**config.mk**
```make
export PLATFORM = sky130hd
export DESIGN_NAME = i2c_master_phase_sequencer
export DESIGN_NICKNAME = d
export VERILOG_FILES = /design/src/design/i2cps_pkg.sv /design/src/design/i2c_master_phase_sequencer.sv
export SDC_FILE = /design/constraint.sdc
export NUM_CORES = 1
export LEC_CHECK = 0
export BUFFER_PORTS_ARGS = -buffer_cell sky130_fd_sc_hd__buf_2
export CORE_MARGIN = 4
export CORE_UTILIZATION = 50
export DETAILED_ROUTE_END_ITERATION = 10
export PLACE_DENSITY = 0.73
export SLEW_MARGIN = 15
export SYNTH_ARGS = -nofsm -noshare
export SYNTH_HDL_FRONTEND = slang
export SYNTH_SLANG_ARGS = --single-unit
export TNS_END_PERCENT = 50
```
**constraint.sdc**
```tcl
create_clock -name clock -period 4.76 [get_ports clock]
set_input_delay 0.952 -clock clock [delete_from_list [all_inputs] [get_ports clock]]
set_output_delay 0.952 -clock clock [all_outputs]
set_load 0.03 [all_outputs]
```
**src/design/i2cps_pkg.sv**
```systemverilog
// package for the i2c master phase sequencer: beat types, opcodes and the
// microcode rom that spells out the bus phases of every command
// no dependencies
`timescale 1ns / 1ps

package i2cps_pkg;

   localparam int BITS_PER_BYTE = 8;
   localparam int BIT_CNT_W     = $clog2(BITS_PER_BYTE);
   localparam int STEP_W        = 5;

   localparam logic [3:0] HOLD_SHORT = 4'd2;
   localparam logic [3:0] HOLD_SETUP = 4'd5;
   localparam logic [3:0] HOLD_LONG  = 4'd10;

   typedef enum logic [2:0] {
      OP_START    = 3'd0,
      OP_STOP     = 3'd1,
      OP_WRITE    = 3'd2,
      OP_READ     = 3'd3,
      OP_SEND_ACK = 3'd4,
      OP_RECV_ACK = 3'd5
   } op_type;

   // where sda comes from in a phase
   typedef enum logic [1:0] {
      SDA_LOW  = 2'd0,
      SDA_HIGH = 2'd1,
      SDA_DATA = 2'd2,
      SDA_ACK  = 2'd3
   } sda_sel_type;

   typedef enum logic [1:0] {
      JMP_NEXT         = 2'd0,
      JMP_END          = 2'd1,
      JMP_LOOP_OR_NEXT = 2'd2,
      JMP_LOOP_OR_END  = 2'd3
   } jump_type;

   typedef struct packed {
      logic              scl;
      sda_sel_type       sda;
      logic [3:0]        hold;
      logic              sample;
      logic              advance;
      logic              rpt_rx;
      logic              rpt_ack;
      jump_type          jump;
      logic [STEP_W-1:0] target;
   } ctrl_word_type;

   typedef struct packed {
      logic [2:0] op;
      logic [7:0] tx_byte;
      logic       ack_level;
      logic [7:0] target_sda_bits;
   } req_beat_type;

   typedef struct packed {
      logic       scl_level;
      logic       sda_level;
      logic [3:0] hold_us;
      logic       sample_taken;
      logic [7:0] rx_byte;
      logic       ack_seen;
      logic       last_phase;
   } rsp_beat_type;

   localparam logic [STEP_W-1:0] EP_START    = 5'd0;
   localparam logic [STEP_W-1:0] EP_STOP     = 5'd3;
   localparam logic [STEP_W-1:0] EP_WRITE    = 5'd6;
   localparam logic [STEP_W-1:0] EP_READ     = 5'd9;
   localparam logic [STEP_W-1:0] EP_READ_BIT = 5'd10;
   localparam logic [STEP_W-1:0] EP_SEND_ACK = 5'd13;
   localparam logic [STEP_W-1:0] EP_RECV_ACK = 5'd16;

   // fields: scl, sda, hold, sample, advance, rpt_rx, rpt_ack, jump, target
   function automatic ctrl_word_type ucode_rom(input logic [STEP_W-1:0] addr);
      ctrl_word_type cw;
      unique case (addr)
         // start
         5'd0:  cw = '{1'b1, SDA_HIGH, HOLD_SETUP, 1'b0, 1'b0, 1'b0, 1'b0, JMP_NEXT, 5'd0};
         5'd1:  cw = '{1'b1, SDA_LOW,  HOLD_SETUP, 1'b0, 1'b0, 1'b0, 1'b0, JMP_NEXT, 5'd0};
         5'd2:  cw = '{1'b0, SDA_LOW,  HOLD_SHORT, 1'b0, 1'b0, 1'b0, 1'b0, JMP_END,  5'd0};
         // stop
         5'd3:  cw = '{1'b0, SDA_LOW,  HOLD_SETUP, 1'b0, 1'b0, 1'b0, 1'b0, JMP_NEXT, 5'd0};
         5'd4:  cw = '{1'b1, SDA_LOW,  HOLD_SETUP, 1'b0, 1'b0, 1'b0, 1'b0, JMP_NEXT, 5'd0};
         5'd5:  cw = '{1'b1, SDA_HIGH, HOLD_LONG,  1'b0, 1'b0, 1'b0, 1'b0, JMP_END,  5'd0};
         // write byte, msb first
         5'd6:  cw = '{1'b0, SDA_DATA, HOLD_SHORT, 1'b0, 1'b0, 1'b0, 1'b0, JMP_NEXT, 5'd0};
         5'd7:  cw = '{1'b1, SDA_DATA, HOLD_SETUP, 1'b0, 1'b0, 1'b0, 1'b0, JMP_NEXT, 5'd0};
         5'd8:  cw = '{1'b0, SDA_DATA, HOLD_SHORT, 1'b0, 1'b1, 1'b0, 1'b0,
                      JMP_LOOP_OR_END, EP_WRITE};
         // read byte
         5'd9:  cw = '{1'b0, SDA_HIGH, HOLD_SHORT, 1'b0, 1'b0, 1'b0, 1'b0, JMP_NEXT, 5'd0};
         5'd10: cw = '{1'b1, SDA_HIGH, HOLD_SETUP, 1'b1, 1'b0, 1'b0, 1'b0, JMP_NEXT, 5'd0};
         5'd11: cw = '{1'b0, SDA_HIGH, HOLD_SHORT, 1'b0, 1'b1, 1'b0, 1'b0,
                      JMP_LOOP_OR_NEXT, EP_READ_BIT};
         5'd12: cw = '{1'b0, SDA_HIGH, HOLD_SHORT, 1'b0, 1'b0, 1'b1, 1'b0, JMP_END,  5'd0};
         // send ack
         5'd13: cw = '{1'b0, SDA_ACK,  HOLD_SHORT, 1'b0, 1'b0, 1'b0, 1'b0, JMP_NEXT, 5'd0};
         5'd14: cw = '{1'b1, SDA_ACK,  HOLD_SETUP, 1'b0, 1'b0, 1'b0, 1'b0, JMP_NEXT, 5'd0};
         5'd15: cw = '{1'b0, SDA_ACK,  HOLD_SHORT, 1'b0, 1'b0, 1'b0, 1'b0, JMP_END,  5'd0};
         // receive ack
         5'd16: cw = '{1'b0, SDA_HIGH, HOLD_SETUP, 1'b0, 1'b0, 1'b0, 1'b0, JMP_NEXT, 5'd0};
         5'd17: cw = '{1'b1, SDA_HIGH, HOLD_SETUP, 1'b1, 1'b0, 1'b0, 1'b0, JMP_NEXT, 5'd0};
         5'd18: cw = '{1'b0, SDA_HIGH, HOLD_SETUP, 1'b0, 1'b0, 1'b0, 1'b0, JMP_NEXT, 5'd0};
         5'd19: cw = '{1'b0, SDA_HIGH, HOLD_SHORT, 1'b0, 1'b0, 1'b0, 1'b1, JMP_END,  5'd0};
         default: cw = '{1'b1, SDA_HIGH, 4'd0, 1'b0, 1'b0, 1'b0, 1'b0, JMP_END, 5'd0};
      endcase
      return cw;
   endfunction

endpackage

```
**src/design/i2c_master_phase_sequencer.sv**
```systemverilog
// Takes one I2C master command per start beat while busy is low and emits
// its bus phases, one rsp_strobe beat per clock: start, stop and send ack give
// 3 beats, receive ack 4, read byte 18 and write byte 24. The edge that takes
// the command loads the microcode step counter; the phase that the counter
// selects is then registered onto the ports as the first beat. Busy stays high
// until the last phase has been registered, and the next command can be
// taken once busy is low, while the last beat is still on the ports. Beats
// cannot be held off by the receiver. Opcodes six and seven give no beats.
// depends on i2cps_pkg
`timescale 1ns / 1ps

module i2c_master_phase_sequencer (
   input  logic                   clock,
   input  logic                   reset,
   input  logic                   start,
   output logic                   busy,
   input  i2cps_pkg::req_beat_type req_item,
   output logic                   rsp_strobe,
   output i2cps_pkg::rsp_beat_type rsp_item
);

   logic                                run_ff, run_in;
   logic [i2cps_pkg::STEP_W-1:0]        pc_ff, pc_in;
   logic [i2cps_pkg::BIT_CNT_W-1:0]     cnt_ff, cnt_in;
   logic [7:0]                          data_ff, data_in;
   logic [7:0]                          rx_ff, rx_in;
   logic                                ack_ff, ack_in;
   logic                                strobe_ff, strobe_in;
   i2cps_pkg::rsp_beat_type             rsp_ff, rsp_in;

   i2cps_pkg::ctrl_word_type            cw;
   logic                                accept;
   logic                                final_bit;
   logic                                entry_ok;
   logic [i2cps_pkg::STEP_W-1:0]        entry_pc;

   assign accept = start && !run_ff;
   assign cw     = i2cps_pkg::ucode_rom(pc_ff);
   assign final_bit = (cnt_ff == '0);

   always_comb begin
      entry_ok = 1'b1;
      entry_pc = i2cps_pkg::EP_START;
      unique case (req_item.op)
         i2cps_pkg::OP_START:    entry_pc = i2cps_pkg::EP_START;
         i2cps_pkg::OP_STOP:     entry_pc = i2cps_pkg::EP_STOP;
         i2cps_pkg::OP_WRITE:    entry_pc = i2cps_pkg::EP_WRITE;
         i2cps_pkg::OP_READ:     entry_pc = i2cps_pkg::EP_READ;
         i2cps_pkg::OP_SEND_ACK: entry_pc = i2cps_pkg::EP_SEND_ACK;
         i2cps_pkg::OP_RECV_ACK: entry_pc = i2cps_pkg::EP_RECV_ACK;
         default:                entry_ok = 1'b0;
      endcase
   end

   always_comb begin
      run_in    = run_ff;
      pc_in     = pc_ff;
      cnt_in    = cnt_ff;
      data_in   = data_ff;
      rx_in     = rx_ff;
      ack_in    = ack_ff;
      strobe_in = 1'b0;
      rsp_in    = rsp_ff;

      if (accept) begin
         run_in  = entry_ok;
         pc_in   = entry_pc;
         cnt_in  = i2cps_pkg::BIT_CNT_W'(i2cps_pkg::BITS_PER_BYTE - 1);
         data_in = (req_item.op == i2cps_pkg::OP_WRITE) ? req_item.tx_byte
                                                        : req_item.target_sda_bits;
         ack_in  = req_item.ack_level;
      end else if (run_ff) begin
         strobe_in           = 1'b1;
         rsp_in.scl_level    = cw.scl;
         unique case (cw.sda)
            i2cps_pkg::SDA_LOW:  rsp_in.sda_level = 1'b0;
            i2cps_pkg::SDA_HIGH: rsp_in.sda_level = 1'b1;
            i2cps_pkg::SDA_DATA: rsp_in.sda_level = data_ff[7];
            i2cps_pkg::SDA_ACK:  rsp_in.sda_level = ack_ff;
            default:             rsp_in.sda_level = 1'b1;
         endcase
         rsp_in.hold_us      = cw.hold;
         rsp_in.sample_taken = cw.sample;
         rsp_in.rx_byte      = cw.rpt_rx ? rx_ff : 8'd0;
         rsp_in.ack_seen     = cw.rpt_ack ? rx_ff[0] : 1'b0;
         rsp_in.last_phase   = 1'b0;

         // sampled target level shifts into the receive register
         if (cw.sample) begin
            rx_in = {rx_ff[6:0], data_ff[7]};
         end
         if (cw.advance) begin
            data_in = {data_ff[6:0], 1'b0};
            cnt_in  = cnt_ff - 1'b1;
         end

         unique case (cw.jump)
            i2cps_pkg::JMP_NEXT: begin
               pc_in = pc_ff + 1'b1;
            end
            i2cps_pkg::JMP_END: begin
               run_in            = 1'b0;
               rsp_in.last_phase = 1'b1;
            end
            i2cps_pkg::JMP_LOOP_OR_NEXT: begin
               pc_in = final_bit ? pc_ff + 1'b1 : cw.target;
            end
            i2cps_pkg::JMP_LOOP_OR_END: begin
               pc_in = cw.target;
               if (final_bit) begin
                  run_in            = 1'b0;
                  rsp_in.last_phase = 1'b1;
               end
            end
            default: begin
               run_in = 1'b0;
            end
         endcase
      end
   end

   always_ff @(posedge clock) begin
      if (reset) begin
         run_ff    <= 1'b0;
         strobe_ff <= 1'b0;
         pc_ff     <= '0;
         cnt_ff    <= '0;
      end else begin
         run_ff    <= run_in;
         strobe_ff <= strobe_in;
         pc_ff     <= pc_in;
         cnt_ff    <= cnt_in;
      end
   end

   always_ff @(posedge clock) begin
      data_ff <= data_in;
      rx_ff   <= rx_in;
      ack_ff  <= ack_in;
      rsp_ff  <= rsp_in;
   end

   assign busy       = run_ff;
   assign rsp_strobe = strobe_ff;
   assign rsp_item   = rsp_ff;

endmodule

```
==> out/results.tsv, run 1 <==
metric	value	unit
drv_cap	0	
top_layer_used	met4	
gp_congestion	0.884	
drt_iter0_drc	101	
dieArea	0.00675	sq mm
syn_area	0.00275	sq mm
slew_violations	0	
cts_max_level	2	
met2_length	2.32	mm
syn2layout_area_growth	11.6	%
path_depth	9	
path_max_fanout	30	
wl_per_cell	14.1	um
nFillCells	468	
ctsResizeCount	0	
viasPerCell	5.34	
clk_latency	0.31	ns
wirelength	4.97	mm
critPathTopFamily	simple AND/OR/NAND/NOR gates	
avgSynthCellArea	11.2	sq um
m1WireLength	2.37	mm
cts_buffers	5	
grt_max_degree	31	
ys_types	56	
rsz0062_at_grt	false	
hold_path.class	register to register	
fmaxAchievable	315	MHz
grt_pass1_vias	1788	
port_buffers	41	
ys_top_cells_by_area	edfxtp_1, dfxtp_1, ha_1	
status	finished, final reports clean	
p_leak	0.00126	uW
vias	1886	
r2r_cells	9	
cp_num_buf_inv	2	
endpoint_kind	register	
route.antenna.remaining_nets	0	
ys_ff_latch	56	
seqPwrFrac	0.531	
synth_edf_count	33	
layout-drive-gt1-share	0.244	
wl_met3	216	um
p_int	767	uW
ctsRootBufferMaster	clkbuf_8	
yosysTopAreaCell	edfxtp_1	
synth_cells	246	
dp_hpwl	3.59	mm
cts_setup_buffers	0	
worst_pin_slew	0.922	ns
p_sw_frac	0.308	
die_width	82.2	um
min_period_over_period	0.666	
cp_slowest_cell	nand2b_1	
ir_drop	0.000149	V
track_usage	0.162	
rows	26	
antenna_found_initial	0	
synth-seq-area-share	0.528	
io_pins	42	
post-route-util	0.590	
grt_pass1_wl	8.37	mm
postSynthNetCount	282	
crit_chain	buf_4, nand2b_1, a31oi_1, nor2_1, inv_1, ha_1, nor3b_1, a2111oi_0, a211oi_1	
powerDensity	361	mW/mm^2
p_sw	342	uW
finalSetupViolations	0	
critPathRequiredTime	4.94	ns
slew_headroom	0.386	
path_clk_slew	0.10	ns
synth_top_area_frac	0.360	
die_h	82.2	um
p_comb_frac	0.226	
clkSinkCount	56	
drc	0	
core-area	0.00520	sq mm
yosys_warnings	0	
holdBufCountCts	0	
start_util	0.529	
overflow	0	
hold_violations	0	
fin_nets	318	
critical_path_arrival	3.35	ns
min_delay_path_depth	0	
startpoint_type	register	
crit_type	register to register	
finalSetupTns	0	ns
clkPwrFrac	0.242	
tritoncts	built	
period_minus_slack	3.17	ns
async_flop_share	0	
antenna_cells	0	
max_stage_delay	0.77	ns
fin_skew	0.00582	ns
drtPass1Iterations	4	
clockBufferDepth	2	
synth_top_flop_cell	edfxtp_1	
-- final cells by class --
cell class / count / area (sq um) / area share
clock inverters: 3 / 27.5 / 0.00896
well taps: 70 / 87.6 / 0.0285
repair buffers: 42 / 213 / 0.0693
clock buffers: 5 / 68.8 / 0.0224
inverters: 18 / 67.6 / 0.0220
multi-input cells: 159 / 1150 / 0.376
flip-flops and latches: 56 / 1450 / 0.473
-- power groups by stage --
stage               Clock, uW  Combinational [uW]  Sequential [uW]
floorplan                   0                 173              620
global placement            0                 247              599
detailed placement          0                 250              600
CTS                       281                 251              589
global route              300                 281              594
finish                    269                 251              589
-- cells by family after synthesis --
group,share of synthesized area
and+or+nand+nor,0.159
DFF,0.528
xor gates and xnor gates,0.0127
adders and majority gates,0.0591
AOI/OAI and AO/OA,0.152
muxes,0.0364
buffers and inverters,0.0528
-- layer usage --
layer  global-route usage  up-vias
met3               0.0358        5
met4               0.0498        0
met2                0.267       38
met5                    0        -
li1                     -      959
met1                0.214      884
-- cells in the final DEF, fill, tap and decap left out, types with 5 or more instances in the layout --
| cell type | count |
|---|---|
| and2_1 | 11 |
| a21oi_1 | 15 |
| ha_1 | 13 |
| o21ai_0 | 14 |
| nand3_1 | 5 |
| buf_2 | 41 |
| edfxtp_1 | 33 |
| nor2_1 | 13 |
| inv_2 | 5 |
| dfxtp_1 | 23 |
| mux2i_1 | 10 |
| nand2_1 | 13 |
| inv_1 | 13 |
| clkbuf_8 | 5 |
-- state kept, by name, indices dropped and copies added, names as in the netlist --
name and count:
rsp_strobe 1, ack_ff 1, cnt_ff 3, cw 13, rx_ff 8, busy 1, data_ff 8, pc_ff 5
rsp_item 16
-- worst reg2reg max path: stages, from the launching register on --
cell       delay, ns
dfxtp_1         0.32
buf_4           0.31
nand2b_1        0.77
a31oi_1         0.28
nor2_1          0.28
inv_1           0.15
ha_1            0.24
nor3b_1         0.15
a2111oi_0       0.47
a211oi_1        0.09
-- through the flow --
stage          cells  total power [uW]  area [sq um]  hold WS (ns)  setup slack, ns
6_report         353              1110          3070         0.417             1.59
3_3_place_gp     345               846          2970         0.389             1.42
5_1_grt          353              1180          3070         0.428             1.23
4_1_cts          353              1120          3070         0.421             1.62
3_5_place_dp     345               850          2970         0.395             1.32
2_1_floorplan    246               793          2750         0.386             1.91
-- Yosys cell counts (all sizes together), types with 3 or more instances --
master / n
and2: 11
nor2b: 4
nor3b: 5
nor2: 15
inv: 18
nand2: 14
edfxtp: 33
o21ai: 17
ha: 13
buf: 7
a211oi: 4
a21oi: 16
and3: 4
nor3: 3
xor2: 3
nor4: 3
mux2i: 10
nand3: 5
dfxtp: 23
clkbuf: 6
-- path summary, 6_finish.rpt --
kind | start | endpoint | slack (ns)
max | busy | cw[5] | 1.59
min | cw[12] | rsp_item[12] | 0.42
max reg2reg | busy | cw[5] | 1.59
min reg2reg | cw[12] | rsp_item[12] | 0.42
(Power assumes the default switching activity.)
==> inputs of run 2 (changes only) <==
--- a/config.mk
+++ b/config.mk
@@ -9,7 +9,7 @@
 export CORE_MARGIN = 4
 export CORE_UTILIZATION = 50
 export DETAILED_ROUTE_END_ITERATION = 10
-export PLACE_DENSITY = 0.73
+export PLACE_DENSITY = 0.75
 export SLEW_MARGIN = 15
 export SYNTH_ARGS = -nofsm -noshare
 export SYNTH_HDL_FRONTEND = slang
==> constraint.sdc (replaced) <==
create_clock -name clock -period 2.8 [get_ports clock]
set_input_delay 0.56 -clock clock [delete_from_list [all_inputs] [get_ports clock]]
set_output_delay 0.56 -clock clock [all_outputs]
set_load 0.03 [all_outputs]
==> run 2 against run 1 <==
Net effect: clock skew grew 0.0010 ns; register-to-register slack got worse by 1.4 ns; maximum frequency is 21% higher; non-clock buffer count up 12; combinational power grew 89%; design area up 3.3%; die area unchanged; highest routed layer unchanged; via count increased by 3.8%; power grew 72%; sequential cell count did not move.
==> out/results.tsv, run 2 (synthesis gave the netlist of run 1 again) <==
metric	value	unit	change
wl_per_cell	14.5	um	+2.9%
cts_max_level	2		unchanged
vias	1957		+3.8%
fin_nets	330		+3.8%
crit_type	register to register		
io_pins	42		unchanged
fin_skew	0.00686	ns	+0.00104 ns
grt_pass1_wl	8.54	mm	+2.1%
startpoint_type	register		
p_total	1900	uW	+72%
ctsRootBufferMaster	clkbuf_8		
p_comb_frac	0.250		+0.024
die_width	82.2	um	unchanged
layout-drive-gt1-share	0.285		+0.0409
p_sw_frac	0.302		-0.00647
p_sw	575	uW	+68%
grt_pass1_vias	1776		-0.67%
slew_violations	0		unchanged
overflow	0		unchanged
drt_iter0_drc	99		-2.0%
die_h	82.2	um	unchanged
hold_path.class	register to register		
min_period_over_period	0.940		+0.273
dieArea	0.00675	sq mm	unchanged
clockBufferDepth	2		unchanged
viasPerCell	5.36		+0.35%
drv_cap	0		unchanged
critPathRequiredTime	2.98	ns	-1.96 ns
core-area	0.00520	sq mm	unchanged
finalSetupViolations	0		unchanged
hold_violations	0		unchanged
antenna_found_initial	0		unchanged
multi_input_area	0.00117	sq mm	+1.4%
cts_setup_buffers	0		unchanged
final_cell_mix	buf_2, edfxtp_1, dfxtp_1		
antenna_cells	0		unchanged
start_util	0.529		unchanged
finalSetupTns	0	ns	unchanged
drc	0		unchanged
worst_pin_slew	0.534	ns	-0.388 ns
place_area	0.00306	sq mm	+3.0%
largest_reg_flops	16		unchanged
port_buffers	41		unchanged
path_clk_slew	0.10	ns	about the same
clkPwrFrac	0.223		-0.019
gp_congestion	0.924		+4.6%
p_leak	0.00132	uW	+5.0%
final_common_cell	buf_2		
endpoint_kind	register		
clkSinkCount	56		unchanged
clk_latency	0.31	ns	about the same
track_usage	0.167		+0.00454
dp_hpwl	4.09	mm	+14%
nFillCells	456		-2.6%
fmaxAchievable	380	MHz	+21%
wirelength	5.29	mm	+6.4%
seqCellArea	0.00145	sq mm	+0.17%
path_max_fanout	5		-83%
drtPass1Iterations	4		unchanged
cts_buffers	5		unchanged
fin_area	0.00317	sq mm	+3.3%
seqPwrFrac	0.527		-0.004
slew_headroom	0.644		+0.258
ir_drop	0.000383	V	+160%
reg2reg_slack	0.17	ns	-1.42 ns
route.antenna.remaining_nets	0		unchanged
tritoncts	built		
powerDensity	600	mW/mm^2	+66%
rsz0062_at_grt	false		
p_int	1330	uW	+73%
syn2layout_area_growth	15.2	%	
period_minus_slack	2.63	ns	-0.540 ns
rows	26		unchanged
critical_path_arrival	2.81	ns	-0.54 ns
status	finished, final reports clean		
grt_max_degree	22		-29%
run 2: final timing paths:
kind | startpoint | endpoint | cells after the start
setup / recovery | cw[9] | cw[5] | 12
hold reg to reg | cw[14] | rsp_item[14] | 0
hold / removal | cw[14] | rsp_item[14] | 0
setup reg to reg | cw[9] | cw[5] | 12
run 2: per-stage QoR:
| step | setup slack, ns | hold WS, ns | instances | utilization |
|---|---|---|---|---|
| after floorplan | 0.141 | 0.386 | 246 | - |
| after global placement | 0.167 | 0.389 | 357 | 0.589 |
| after detailed placement | 0.112 | 0.391 | 357 | 0.589 |
| after CTS | 0.0836 | 0.413 | 365 | 0.606 |
| after global routing | 0.0108 | 0.412 | 365 | 0.609 |
| final | 0.169 | 0.410 | 365 | 0.609 |
run 2: final cells by class:
type	instances	area share
multi-input combinational	159	0.369
clock inverter	3	0.00592
inverter	18	0.0213
tap	70	0.0276
sequential	56	0.459
clock buffer	5	0.0217
timing repair buffer	54	0.0955
run 2: power by group through the flow:
stage               clock network, uW  logic [uW]  registers [uW]
floorplan                           0         294            1050
global placement                    0         454            1020
detailed placement                  0         461            1020
CTS                               435         465            1000
global route                      471         525            1010
finish                            425         475            1000
run 2: what timing repair did:
| item | 4_1_cts | 5_1_grt |
|---|---|---|
| hold buffers | 0 | 0 |
| gates resized for setup | 0 | 7 |
| endpoints found under the setup margin | 0 | 5 |
run 2: worst max-delay path, cell delays in order, from the launching register on:
cell       delay (ns)
dfxtp_2          0.37
inv_1            0.06
ha_1             0.29
or4b_1           0.43
o21ai_1          0.09
and4_1           0.25
o32ai_4          0.11
nand2_4          0.11
inv_2            0.06
ha_1             0.20
nor3b_1          0.15
a2111oi_1        0.30
a211oi_1         0.09
run 2: layer usage:
metal | GRT usage | vias to the layer above | share of wire
met3 | 0.0293 | 10 | 0.047
met4 | 0.0532 | 0 | 0.017
met5 | 0 | - | 0
met2 | 0.282 | 53 | 0.51
met1 | 0.217 | 914 | 0.42
li1 | - | 980 | -
==> inputs of run 3 (changes only) <==
--- a/config.mk
+++ b/config.mk
@@ -9,7 +9,7 @@
 export CORE_MARGIN = 4
 export CORE_UTILIZATION = 50
 export DETAILED_ROUTE_END_ITERATION = 10
-export PLACE_DENSITY = 0.75
+export PLACE_DENSITY = 0.73
 export SLEW_MARGIN = 15
 export SYNTH_ARGS = -nofsm -noshare
 export SYNTH_HDL_FRONTEND = slang
==> constraint.sdc (replaced) <==
create_clock -name clock -period 3.4 [get_ports clock]
set_input_delay 0.68 -clock clock [delete_from_list [all_inputs] [get_ports clock]]
set_output_delay 0.68 -clock clock [all_outputs]
set_load 0.03 [all_outputs]
==> run 3 against run 2 <==
Net effect: routed wire length decreased by 3.0%; power decreased by 19%; critical path type unchanged; clock skew increased by 0.0045 ns; non-clock buffer count decreased by 11; critical endpoint unchanged; die area unchanged; sequential cell count unchanged; critical path depth decreased by 1; combinational power decreased by 25%; cell count decreased by 3.0%; largest power group unchanged; sequential power decreased by 17%; maximum frequency decreased by 12%; core utilization decreased by 1.9 points.
==> out/results.tsv, run 3 (synthesis gave the netlist of run 1 again) <==
metric	value	unit	change
grt_util_met2	0.273		-0.00881
wl_per_cell	14.5	um	about the same
wirelength	5.14	mm	-3.0%
grt_use_met1	0.217		+0.000301
final_cell_mix	buf_2, edfxtp_1, dfxtp_1		
start_util	0.529		unchanged
seqPwrFrac	0.540		+0.013
clkPwrFrac	0.229		+0.006
viasPerCell	5.35		-0.26%
endpoint_kind	register		
worst_pin_slew	0.518	ns	-0.0160 ns
crit_path_frequent_cell	ha_1		
startpoint_type	register		
antenna_found_initial	0		unchanged
rows	26		unchanged
use_met3	0.0369		+0.00759
rsz0062_at_grt	false		
drc	0		unchanged
path_clk_slew	0.10	ns	about the same
hold_path_end	rsp_item[12]		
fin_nets	319		-3.3%
seqCellArea	0.00145	sq mm	-0.17%
period_minus_slack	3.00	ns	+0.369 ns
hold_violations	0		unchanged
slew_headroom	0.654		+0.0107
clkSinkCount	56		unchanged
cp_slowest_cell	dfxtp_1		
slew_violations	0		unchanged
crit_type	register to register		
p_sw	463	uW	-20%
r2r_end	cw[5]		
gp_congestion	0.887		-4.1%
finalSetupTns	0	ns	unchanged
status	finished, final reports clean		
fmaxAchievable	333	MHz	-12%
finalSetupViolations	0		unchanged
drv_cap	0		unchanged
route.antenna.remaining_nets	0		unchanged
die_h	82.2	um	unchanged
min_from	cw[12]		
drtPass1Iterations	5		+1
min_period_over_period	0.882		-0.0573
syn2layout_area_growth	11.6	%	
final_common_cell	buf_2		
gr-max-usage-layer	met2		
cts_max_level	2		unchanged
crit_chain	ha_1, and3b_1, nor2_2, o32ai_1, a31oi_1, nor2_1, inv_1, ha_1, nor3b_1, a2111oi_0, a211oi_1		
ctsRootBufferMaster	clkbuf_8		
grt_pass1_wl	8.42	mm	-1.5%
multi_input_area	0.00115	sq mm	-1.4%
p_int	1070	uW	-19%
clockBufferDepth	2		unchanged
dp_hpwl	3.89	mm	-4.9%
cts_buffers	5		unchanged
overflow	0		unchanged
hold_path.class	register to register		
nFillCells	444		-2.6%
reg2reg_slack	0.40	ns	+0.23 ns
r2r_cells	11		-1
port_buffers	41		unchanged
p_total	1530	uW	-19%
reg2reg_from	cw[9]		
layout-drive-gt1-share	0.243		-0.0418
dieArea	0.00675	sq mm	unchanged
max_stage_delay	0.47	ns	+0.04 ns
critical_path_arrival	3.18	ns	+0.37 ns
ctsResizeCount	0		unchanged
min_delay_path_depth	0		unchanged
largest_reg_flops	16		unchanged
p_leak	0.00126	uW	-4.7%
p_comb_frac	0.232		-0.018
fin_skew	0.0113	ns	+0.00448 ns
clk_latency	0.30	ns	about the same
path_max_fanout	11		+6
drt_iter0_drc	131		+32%
tritoncts	built		
critPathRequiredTime	3.58	ns	+0.60 ns
holdBufCountCts	0		unchanged
grt_pass1_vias	1735		-2.3%
powerDensity	499	mW/mm^2	-17%
p_sw_frac	0.302		about the same
grt_max_degree	21		-4.5%
antenna_cells	0		unchanged
io_pins	42		unchanged
track_usage	0.167		+0.000308
vias	1893		-3.3%
core-area	0.00520	sq mm	unchanged
die_width	82.2	um	unchanged
ir_drop	0.000205	V	-47%
cts_setup_buffers	0		unchanged
## run 3: changes by cell type in the layout (fill, tap and decap cells not counted), sizes merged
cell,change
clkbuf,+1
buf,-11
clkinv,-2
clkinvlp,+1
## run 3: area by class of cell
cell class                      instances  area share
Clock buffer                            6      0.0236
Sequential cell                        56       0.473
Multi-Input combinational cell        159       0.376
Timing Repair Buffer                   43      0.0717
Tap cell                               70      0.0285
Inverter                               18      0.0220
Clock inverter                          2     0.00530
## run 3: how the worst max path moves through the flow
stage	slack [ns]	cells after the start	endpoint	from
finish	0.40	11	cw[5]	cw[9]
global route	0.19	11	cw[5]	cw[9]
CTS	0.44	11	cw[5]	cw[9]
detailed placement	0.47	11	cw[5]	cw[9]
global placement	0.59	12	cw[5]	cw[9]
floorplan	0.74	12	cw[5]	cw[9]
## run 3: through the flow
step           instances  area (sq um)  setup slack, ns  hold WS, ns   util
2_1_floorplan        246          2750            0.741        0.386      -
3_3_place_gp         346          2980            0.594        0.387  0.573
3_5_place_dp         346          2980            0.465        0.391  0.573
4_1_cts              354          3070            0.445        0.415  0.590
5_1_grt              354          3070            0.194        0.422  0.590
6_report             354          3070            0.400        0.412  0.590
## run 3: per-layer routing
| layer | vias to the layer above | share of wire | wire length, um |
|---|---|---|---|
| li1 | 957 | - | - |
| met1 | 856 | 0.44 | 2280 |
| met2 | 70 | 0.47 | 2420 |
| met3 | 10 | 0.067 | 346 |
| met4 | 0 | 0.018 | 91 |
| met5 | - | 0 | 0 |
## run 3: power groups by stage
stage	clock network [uW]	logic (uW)	registers, uW
3_3_place_gp	0	349	841
3_5_place_dp	0	353	843
2_1_floorplan	0	242	868
4_1_cts	364	356	828
6_report	351	355	827
5_1_grt	395	397	835
## run 3: critical path: cells and delay by family, from the launching register on
| family | cells | cell delay (ns) |
|---|---|---|
| and+or+nand+nor | 4 | 0.75 |
| DFF | 1 | 0.47 |
| AOI/OAI and AO/OA | 4 | 0.85 |
| adders and majority gates | 2 | 0.66 |
| buffers and inverters | 1 | 0.15 |
